[src/rtl/core/assert_macros.svh]
// Assertion macros shared by the RTL of the sorted key index table.
// Each macro expects clk and the active-low reset rst_n in scope.
`ifndef ASSERT_MACROS_SVH
`define ASSERT_MACROS_SVH

// Check an expression at every clock edge outside reset.
`define ASSERT_ALWAYS(lbl, expr, msg) \
    lbl: assert property (@(posedge clk) disable iff (!rst_n) (expr)) \
        else $error(msg);

// Check that a consequent holds in the same cycle as its antecedent.
`define ASSERT_IMPLIES(lbl, ante, cons, msg) \
    lbl: assert property (@(posedge clk) disable iff (!rst_n) (ante) |-> (cons)) \
        else $error(msg);

`endif

[src/rtl/core/skit_pkg.sv]
// Shared types and constants for the sorted key index table.
// No dependencies; imported by skit_cmp and the top level.
`timescale 1ns / 1ps
`default_nettype none

package skit_pkg;

    // Default table depth
    localparam int CAPACITY_DEF = 256;

    // Fixed field widths
    localparam int KEY_W       = 32;
    localparam int SLOT_W      = 8;
    localparam int STATUS_W    = 2;
    localparam int COUNT_OUT_W = 9;

    // Command codes
    localparam logic CMD_FIND = 1'b0;
    localparam logic CMD_ADD  = 1'b1;

    // Status codes
    localparam logic [STATUS_W-1:0] STATUS_OK   = 2'd0;
    localparam logic [STATUS_W-1:0] STATUS_MISS = 2'd1;
    localparam logic [STATUS_W-1:0] STATUS_DUP  = 2'd2;
    localparam logic [STATUS_W-1:0] STATUS_FULL = 2'd3;

    // One table entry as stored in memory
    typedef struct packed {
        logic [KEY_W-1:0]  key;
        logic [SLOT_W-1:0] slot;
    } entry_t;

    // Result of the shared key comparator
    typedef struct packed {
        logic ge;
        logic eq;
    } cmp_res_t;

    // Sequencer states
    typedef enum logic [2:0] {
        ST_IDLE,
        ST_SCAN,
        ST_DECIDE,
        ST_SHIFT,
        ST_DONE
    } state_t;

endpackage

`default_nettype wire

[src/rtl/core/skit_cmp.sv]
// Shared key comparator used on every scan step.
// Depends on skit_pkg for the key width and result struct.
`timescale 1ns / 1ps
`default_nettype none

module skit_cmp (
    input  wire logic [skit_pkg::KEY_W-1:0] stored_key,
    input  wire logic [skit_pkg::KEY_W-1:0] probe_key,
    output skit_pkg::cmp_res_t              res
);
    import skit_pkg::*;

    // Unsigned compare of the stored key against the probe
    always_comb
    begin
        res.ge = (stored_key >= probe_key);
        res.eq = (stored_key == probe_key);
    end

endmodule

`default_nettype wire

[config.mk]
export PLATFORM = sky130hd
export DESIGN_NAME = skit_cmp
export DESIGN_NICKNAME = d
export VERILOG_FILES = /design/src/rtl/core/assert_macros.svh /design/src/rtl/core/skit_pkg.sv /design/src/rtl/core/skit_cmp.sv
export SDC_FILE = /design/constraint.sdc
export NUM_CORES = 1
export LEC_CHECK = 0
export BUFFER_PORTS_ARGS = -buffer_cell sky130_fd_sc_hd__buf_2
export CAP_MARGIN = 20
export CORE_MARGIN = 2
export CORE_UTILIZATION = 44
export DETAILED_ROUTE_END_ITERATION = 6
export PLACE_DENSITY = 0.89
export SLEW_MARGIN = 30
export SYNTH_ARGS = -nofsm -noshare
export SYNTH_HDL_FRONTEND = slang
export SYNTH_SLANG_ARGS = --single-unit
[constraint.sdc]
create_clock -name vclk -period 7.2
set_input_delay 2.16 -clock vclk [all_inputs]
set_output_delay 2.16 -clock vclk [all_outputs]
set_load 0.05 [all_outputs]
Word-level counts from Yosys, hierarchy flattened
Cells that the tools add are included.
{"block": "word_totals", "reg_bits": 0, "inputBits": 64, "out_inout_bits": 2, "word_cells": 2}
{"block": "op_classes", "order_cmp": 1, "n_eq_ne": 1}
{"cell": "== test 32 bit", "n": 1}
{"cell": "greater-or-equal comparator 32 bit", "n": 1}

Logic depth before layout (Yosys ltp)
Gate-level depths: netlist of the first run.
{"block": "logic_depth", "word_depth": 1, "mapped_depth": 7, "mapped_depth_nobuf": 7}

Least setup slack after synthesis of the first run
No wires, ideal clock.
{"block": "synth_timing", "path_type": "input-to-output", "from": "input probe_key[30] in the netlist's numbering", "to": "output res[1] in the netlist's numbering", "arrival_ps": 4093, "required_time_ps": 5040, "slack_ps": 947, "cell_stages": 6, "n_path_buf": 0, "cell_sequence": "inv_1 > ha_1 > and4_1 > nand4_1 > or4_4 > o221ai_1"}
{"item": "start, declared", "line_no": "skit_cmp.sv:8", "source": "input wire logic [skit_pkg::KEY_W-1:0] probe_key,"}
{"item": "end, declared", "line_no": "skit_cmp.sv:9", "source": "output skit_pkg::cmp_res_t res"}

==> reports/qor.csv, run 1 <==
stage,metric,value,unit
finish,area_delta_synth_final,44.19,%
worst_setup_path,end_kind,primary output,
synth,synth.avg_cell_area,7.372,sq um
hold_path,min_path_cells,5,
synth,yosys.area_share.simple,16.51,%
place,place_ws,1.162,ns
hold_path,worstHoldStart,stored_key[31],
finish,clock_buffers,0,
synth,ys_seq_area_share,0,%
drt,drt_iter0_drc,4,
grt,busiest_layer,met2,
worst_setup_path,crit_fanout,2,
synth,synth_cell_types,21,
timing,relSlewSlack,82.56,%
worst_setup_path,max_stage_delay,0.36,ns
finish,finalNetCount,275,
hold_path,min_path_type,in -> out,
drt,wire_per_inst,9.856,um
synth,synth_fa_ha_area_share,48.93,%
die,die-area,2221,sq um
drt,drc,0,
timing,fin_crit_sh,83.67,%
synth,synth_cells,111,
synth,yosys_warnings,0,
timing,fmax,166.0,MHz
drt,detail-route-antenna-nets,0,
finish,multiInputGateArea,698.2,sq um
die,core-area,1745,sq um
timing,hold_viol_final,0,
synth,synth.area.mux_share,0,%
die,die_y,47.13,um
power,peakVddDrop,0.02472,mV
hold_path,hold_end,res[1],
die,rows,15,
grt,grtUsageMet1,16.36,%
grt,use_met2,42.47,%
die,ios,66,
status,status,finished clean,
grt,grt_max_degree,4,
worst_setup_path,cp_cell_sequence,"buf_2, ha_1, a21oi_2, o21ai_1, a221o_1, a2111oi_2, o221ai_1, buf_2",
finish,regArea,0,sq um
worst_setup_path,crit_type,in -> out,
grt,grt_use_met3,2.308,%
power,power_density,50.82,nW/um^2
drt,first_pass_iters,4,
worst_setup_path,start_kind,input port,
finish,n_fill_cell,170,
clock_network,post_cts_buffers,0,
place,place_hpwl,1982,um
die,initial_core_util,46.88,%
clock_network,cts_resized,0,
worst_setup_path,crit_required,5.04,ns
worst_setup_path,critical-path-slowest-cell,a221o_1,
drt,drt-vias-per-instance,4.886,
timing,worstMarginPinSlew,0.2593,ns
finish,drive_gt1_share,40.11,%
flow_run,max_cap_viol_count,0,
timing,fin_crit,6.024,ns
drt,routed_wl,1991,um
grt,grt.total_usage,18.21,%
timing,fin_ws,1.176,ns
timing,rsz0062_at_grt,false,
place,gp_congestion,0.6773,
timing,timing_max_transition_violations_final,0,
grt,antenna_found_initial,0,
synth,synthXorXnorAreaFrac,0,%
synth,synth_largest_area_cell,ha_1,
grt,grt_pass1_vias,949,
worst_setup_path,crit_arrival,3.86,ns
die,die_w,47.13,um
timing,setup_viol,0,
grt,grt_overflow,0,
synth,synth_area,818.3,sq um
synth,netlist.area_leader.share,48.93,%
grt,grt_pass1_wl,3091,um
power,fin_total_pwr,59.96,uW
finish,seq_cells,0,
place,port_buffers,66,
synth,yosys-top-cells-area,"ha_1 (49%), inv_1 (15%), a21oi_1 (4.9%)",
power,p_leak,0.7862,nW
timing,fin_setup_tns,0,ns
clock_network,cts-hold-fix-buffers,0,
finish,diodes,0,
worst_setup_path,crit_top_cell,buf_2,
synth,syn_nets,207,
synth,synth_compound_area_share,19.88,%
synth,synth_top_family_by_area,adder cells,
drt,vias,987,
-- worst max-delay path by stage --
stage / endpoint / cells after the start / startpoint / slack [ns]
2_1_floorplan: res[1] / 6 / probe_key[30] / 0.95
3_3_place_gp: res[1] / 8 / stored_key[9] / 1.19
3_5_place_dp: res[1] / 8 / stored_key[11] / 1.16
4_1_cts: res[1] / 8 / stored_key[11] / 1.16
5_1_grt: res[1] / 8 / stored_key[11] / 1.07
6_report: res[1] / 8 / stored_key[11] / 1.18
-- power breakdown --
group	leakage [nW]	internal (mW)	switching, mW
logic	0.786	0.0316	0.0283
registers	0	0	0
clock network	0	0	0
-- placed cells by master, fill, tap and decap left out, types with 3 or more instances in the layout --
master,count
buf_2,66
inv_1,32
ha_1,32
a21oi_1,8
nand4_1,5
nand2_1,5
nor2_1,5
a21o_1,4
nand3_1,3
-- synthesized netlist by cell type, drive strengths merged, types with 2 or more instances --
master,count
nand3,3
nand2,5
a21o,4
o21ai,3
a21oi,10
a221o,2
inv,32
and4,2
ha,32
nor2,5
nand4,5
-- logic make-up after synthesis --
group / count (synthesis)
adders and majority gates: 32
and+or+nand+nor: 24
AOI/OAI and AO/OA: 23
buffers and inverters: 32
-- per-stage QoR --
step / std cells / instance area, sq um / utilization, % / hold slack (ns)
after floorplan: 111 / 818.3 / - / 4.728
after global placement: 202 / 1180 / 67.60 / 4.907
after detailed placement: 202 / 1180 / 67.60 / 4.921
after CTS: 202 / 1180 / 67.60 / 4.917
after global routing: 202 / 1180 / 67.60 / 4.955
final: 202 / 1180 / 67.60 / 4.913
-- routing by layer --
layer / share of wire (%) / up-vias
li1: - / 521
met1: 37 / 421
met2: 55 / 45
met3: 8.6 / 0
met4: 0 / 0
met5: 0 / -
-- cell type report --
cell class                 instances  share of cell area [%]
tap                               25                   2.651
multi-input combinational         79                   59.17
timing repair buffer              66                   28.00
inverter                          32                   10.18
-- worst max-delay path: cells and delay by family --
family / cells / cell delay (ns)
AO/OA/AOI/OAI: 5 / 1.05
buffers and inverters: 2 / 0.34
adder cells (fa/ha/maj): 1 / 0.32
Note: power is estimated with default switching activity, not from simulation.
==> run 2, diff against run 1 <==
- ABC_AREA: unset -> 1
- CORE_UTILIZATION: 44 -> 43
- PLACE_DENSITY: 0.89 -> 0.84
- clock period: 7.2 -> 5.65 ns (I/O delays scaled with it)
==> reports/qor.csv, run 2 <==
stage,metric,value,unit,change
finish,n_fill_cell,217,,+28%
drt,first_pass_iters,2,,-2
die,die_y,49.87,um,+5.8%
grt,grt_pass1_vias,952,,+0.32%
timing,worstMarginPinSlew,0.2524,ns,-0.006871 ns
synth,yosys_warnings,0,,unchanged
grt,grt_overflow,0,,unchanged
timing,setup_viol,0,,unchanged
timing,relSlewSlack,83.29,%,+0.73 points
synth,synth_cell_types,11,,-48%
worst_setup_path,critical-path-slowest-cell,ha_1,,
synth,syn_nets,247,,+19%
worst_setup_path,cp.depth,11,,+3
clock_network,post_cts_buffers,0,,unchanged
timing,timing_max_transition_violations_final,0,,unchanged
synth,synth_top_family_by_area,adder cells,,
die,initial_core_util,45.64,%,-1.2 points
finish,drive_gt1_share,34.10,%,-6.0 points
finish,regArea,0,sq um,unchanged
synth,ys_seq_area_share,0,%,unchanged
drt,routed_wl,1746,um,-12%
worst_setup_path,crit_arrival,2.96,ns,-0.90 ns
synth,yosys-top-cells-area,"ha_1 (44%), inv_1 (17%), nand2_1 (17%)",,
place,gp_congestion,0.6582,,-2.8%
finish,post-route-util,64.02,%,-3.6 points
finish,layout_common_cells,"buf_2 (66), inv_1 (42), nand2_1 (41)",,
die,die_w,49.87,um,+5.8%
synth,synth_area,904.6,sq um,+11%
hold_path,min_path_type,in -> out,,
drt,vias,1037,,+5.1%
drt,drt_iter0_drc,1,,-3
timing,fmax,214.9,MHz,
worst_setup_path,path_delay_family,simple AND/OR/NAND/NOR gates,,
synth,yosysMostFrequentCell,inv_1,,
grt,grt.total_usage,15.15,%,-3.1 points
worst_setup_path,crit_fanout,2,,unchanged
finish,finalNetCount,315,,+15%
drt,drc,0,,unchanged
power,power_density,61.94,nW/um^2,+22%
grt,grt_max_degree,4,,unchanged
worst_setup_path,cp_cell_sequence,"buf_2, ha_1, nand2_1, nor2_2, nand2_1, nor2_2, nand2_2, nand2_1, nor2_1, nand2_1, buf_2",,
timing,fin_crit_sh,82.37,%,
grt,grt_pass1_wl,3180,um,+2.9%
worst_setup_path,start_kind,input port,,
clock_network,cts_resized,0,,unchanged
finish,diodes,0,,unchanged
status,status,finished clean,,
worst_setup_path,max_stage_delay,0.29,ns,-0.07 ns
worst_setup_path,cp_num_buf_inv,2,,unchanged
place,port_buffers,66,,unchanged
drt,wire_per_inst,7.156,um,-27%
timing,fin_setup_tns,0,ns,unchanged
worst_setup_path,crit_required,3.95,ns,-1.09 ns
die,die-area,2487,sq um,+12%
timing,rsz0062_at_grt,false,,
synth,synth_fa_ha_area_share,44.26,%,-4.7 points
finish,clock_buffers,0,,unchanged
timing,hold_viol_final,0,,unchanged
timing,fin_crit,4.654,ns,
die,ios,66,,unchanged
power,peakVddDrop,0.03396,mV,+37%
finish,layout_commonest_cell,buf_2,,
hold_path,min_path_cells,9,,+4
drt,drt-vias-per-instance,4.250,,-13%
synth,synthXorXnorAreaFrac,0,%,unchanged
synth,netlist.area_leader.share,44.26,%,-4.7 points
place,place_hpwl,1753,um,-12%
finish,area_delta_synth_final,40.25,%,
power,p_leak,0.9027,nW,+15%
flow_run,max_cap_viol_count,0,,unchanged
synth,yosys-top-cells-count,"inv_1 (42), nand2_1 (41), ha_1 (32)",,
synth,synth_largest_area_cell,ha_1,,
die,rows,16,,+1
synth,synth.area.mux_share,0,%,unchanged
synth,synth_cells,151,,+36%
synth,synth_compound_area_share,9.959,%,-9.9 points
drt,detail-route-antenna-nets,0,,unchanged
worst_setup_path,crit_top_cell,nand2_1,,
clock_network,cts-hold-fix-buffers,0,,unchanged
synth,synth.avg_cell_area,5.991,sq um,-19%
finish,seq_cells,0,,unchanged
die,core-area,1982,sq um,+14%
worst_setup_path,crit_type,in -> out,,
worst_setup_path,end_kind,primary output,,
synth,yosys.area_share.simple,28.35,%,+12 points
grt,antenna_found_initial,0,,unchanged
run 2: cell types whose count changed in the layout (fill, tap and decap cells not counted), moves of 5 or more:
cell / previous run / this run
inv_1: 32 / 42
nand2_1: 5 / 41
nor2_1: 5 / 10
a21oi_1: 8 / 13
nand4_1: 5 / 0
run 2: final timing paths:
kind                       start     end  slack (ns)
setup / recovery  stored_key[15]  res[1]         1.0
hold / removal    stored_key[31]  res[1]        4.14
run 2: cell type report:
cell class,count,area [sq um],area share (%)
tap,27,33.78,2.663
inverter,42,157.7,12.43
timing repair buffer,66,330.3,26.04
multi-input combinational,109,747.0,58.88
run 2: cell families (layout without fill, tap and decap cells):
kind of cell | after synthesis | in the layout
and+or+nand+nor | 60 | 60
AOI/OAI and AO/OA | 17 | 17
buffers and inverters | 42 | 108
adders and majority gates | 32 | 32
run 2: where the power goes:
group          switching, mW  internal, mW  total, mW
Clock                      0             0          0
Sequential                 0             0          0
Combinational         0.0392        0.0394     0.0786
run 2: per-layer routing:
layer  vias to the layer above  share of wire (%)  track usage [%]
li1                        597                  -                -
met1                       405                 43            17.40
met2                        35                 50            31.78
met3                         0                6.4           0.6061
met4                         0                  0                0
met5                         -                  0                0
run 2: metrics by stage:
step | setup slack (ns) | area [sq um] | hold WS, ns | total power [mW] | std cells
2_1_floorplan | 1.118 | 904.6 | 4.003 | 0.04894 | 151
3_3_place_gp | 0.9893 | 1269 | 4.149 | 0.07784 | 244
3_5_place_dp | 0.9746 | 1269 | 4.160 | 0.08029 | 244
4_1_cts | 0.9711 | 1269 | 4.164 | 0.08063 | 244
5_1_grt | 0.8547 | 1269 | 4.204 | 0.09453 | 244
6_report | 0.9960 | 1269 | 4.145 | 0.07858 | 244
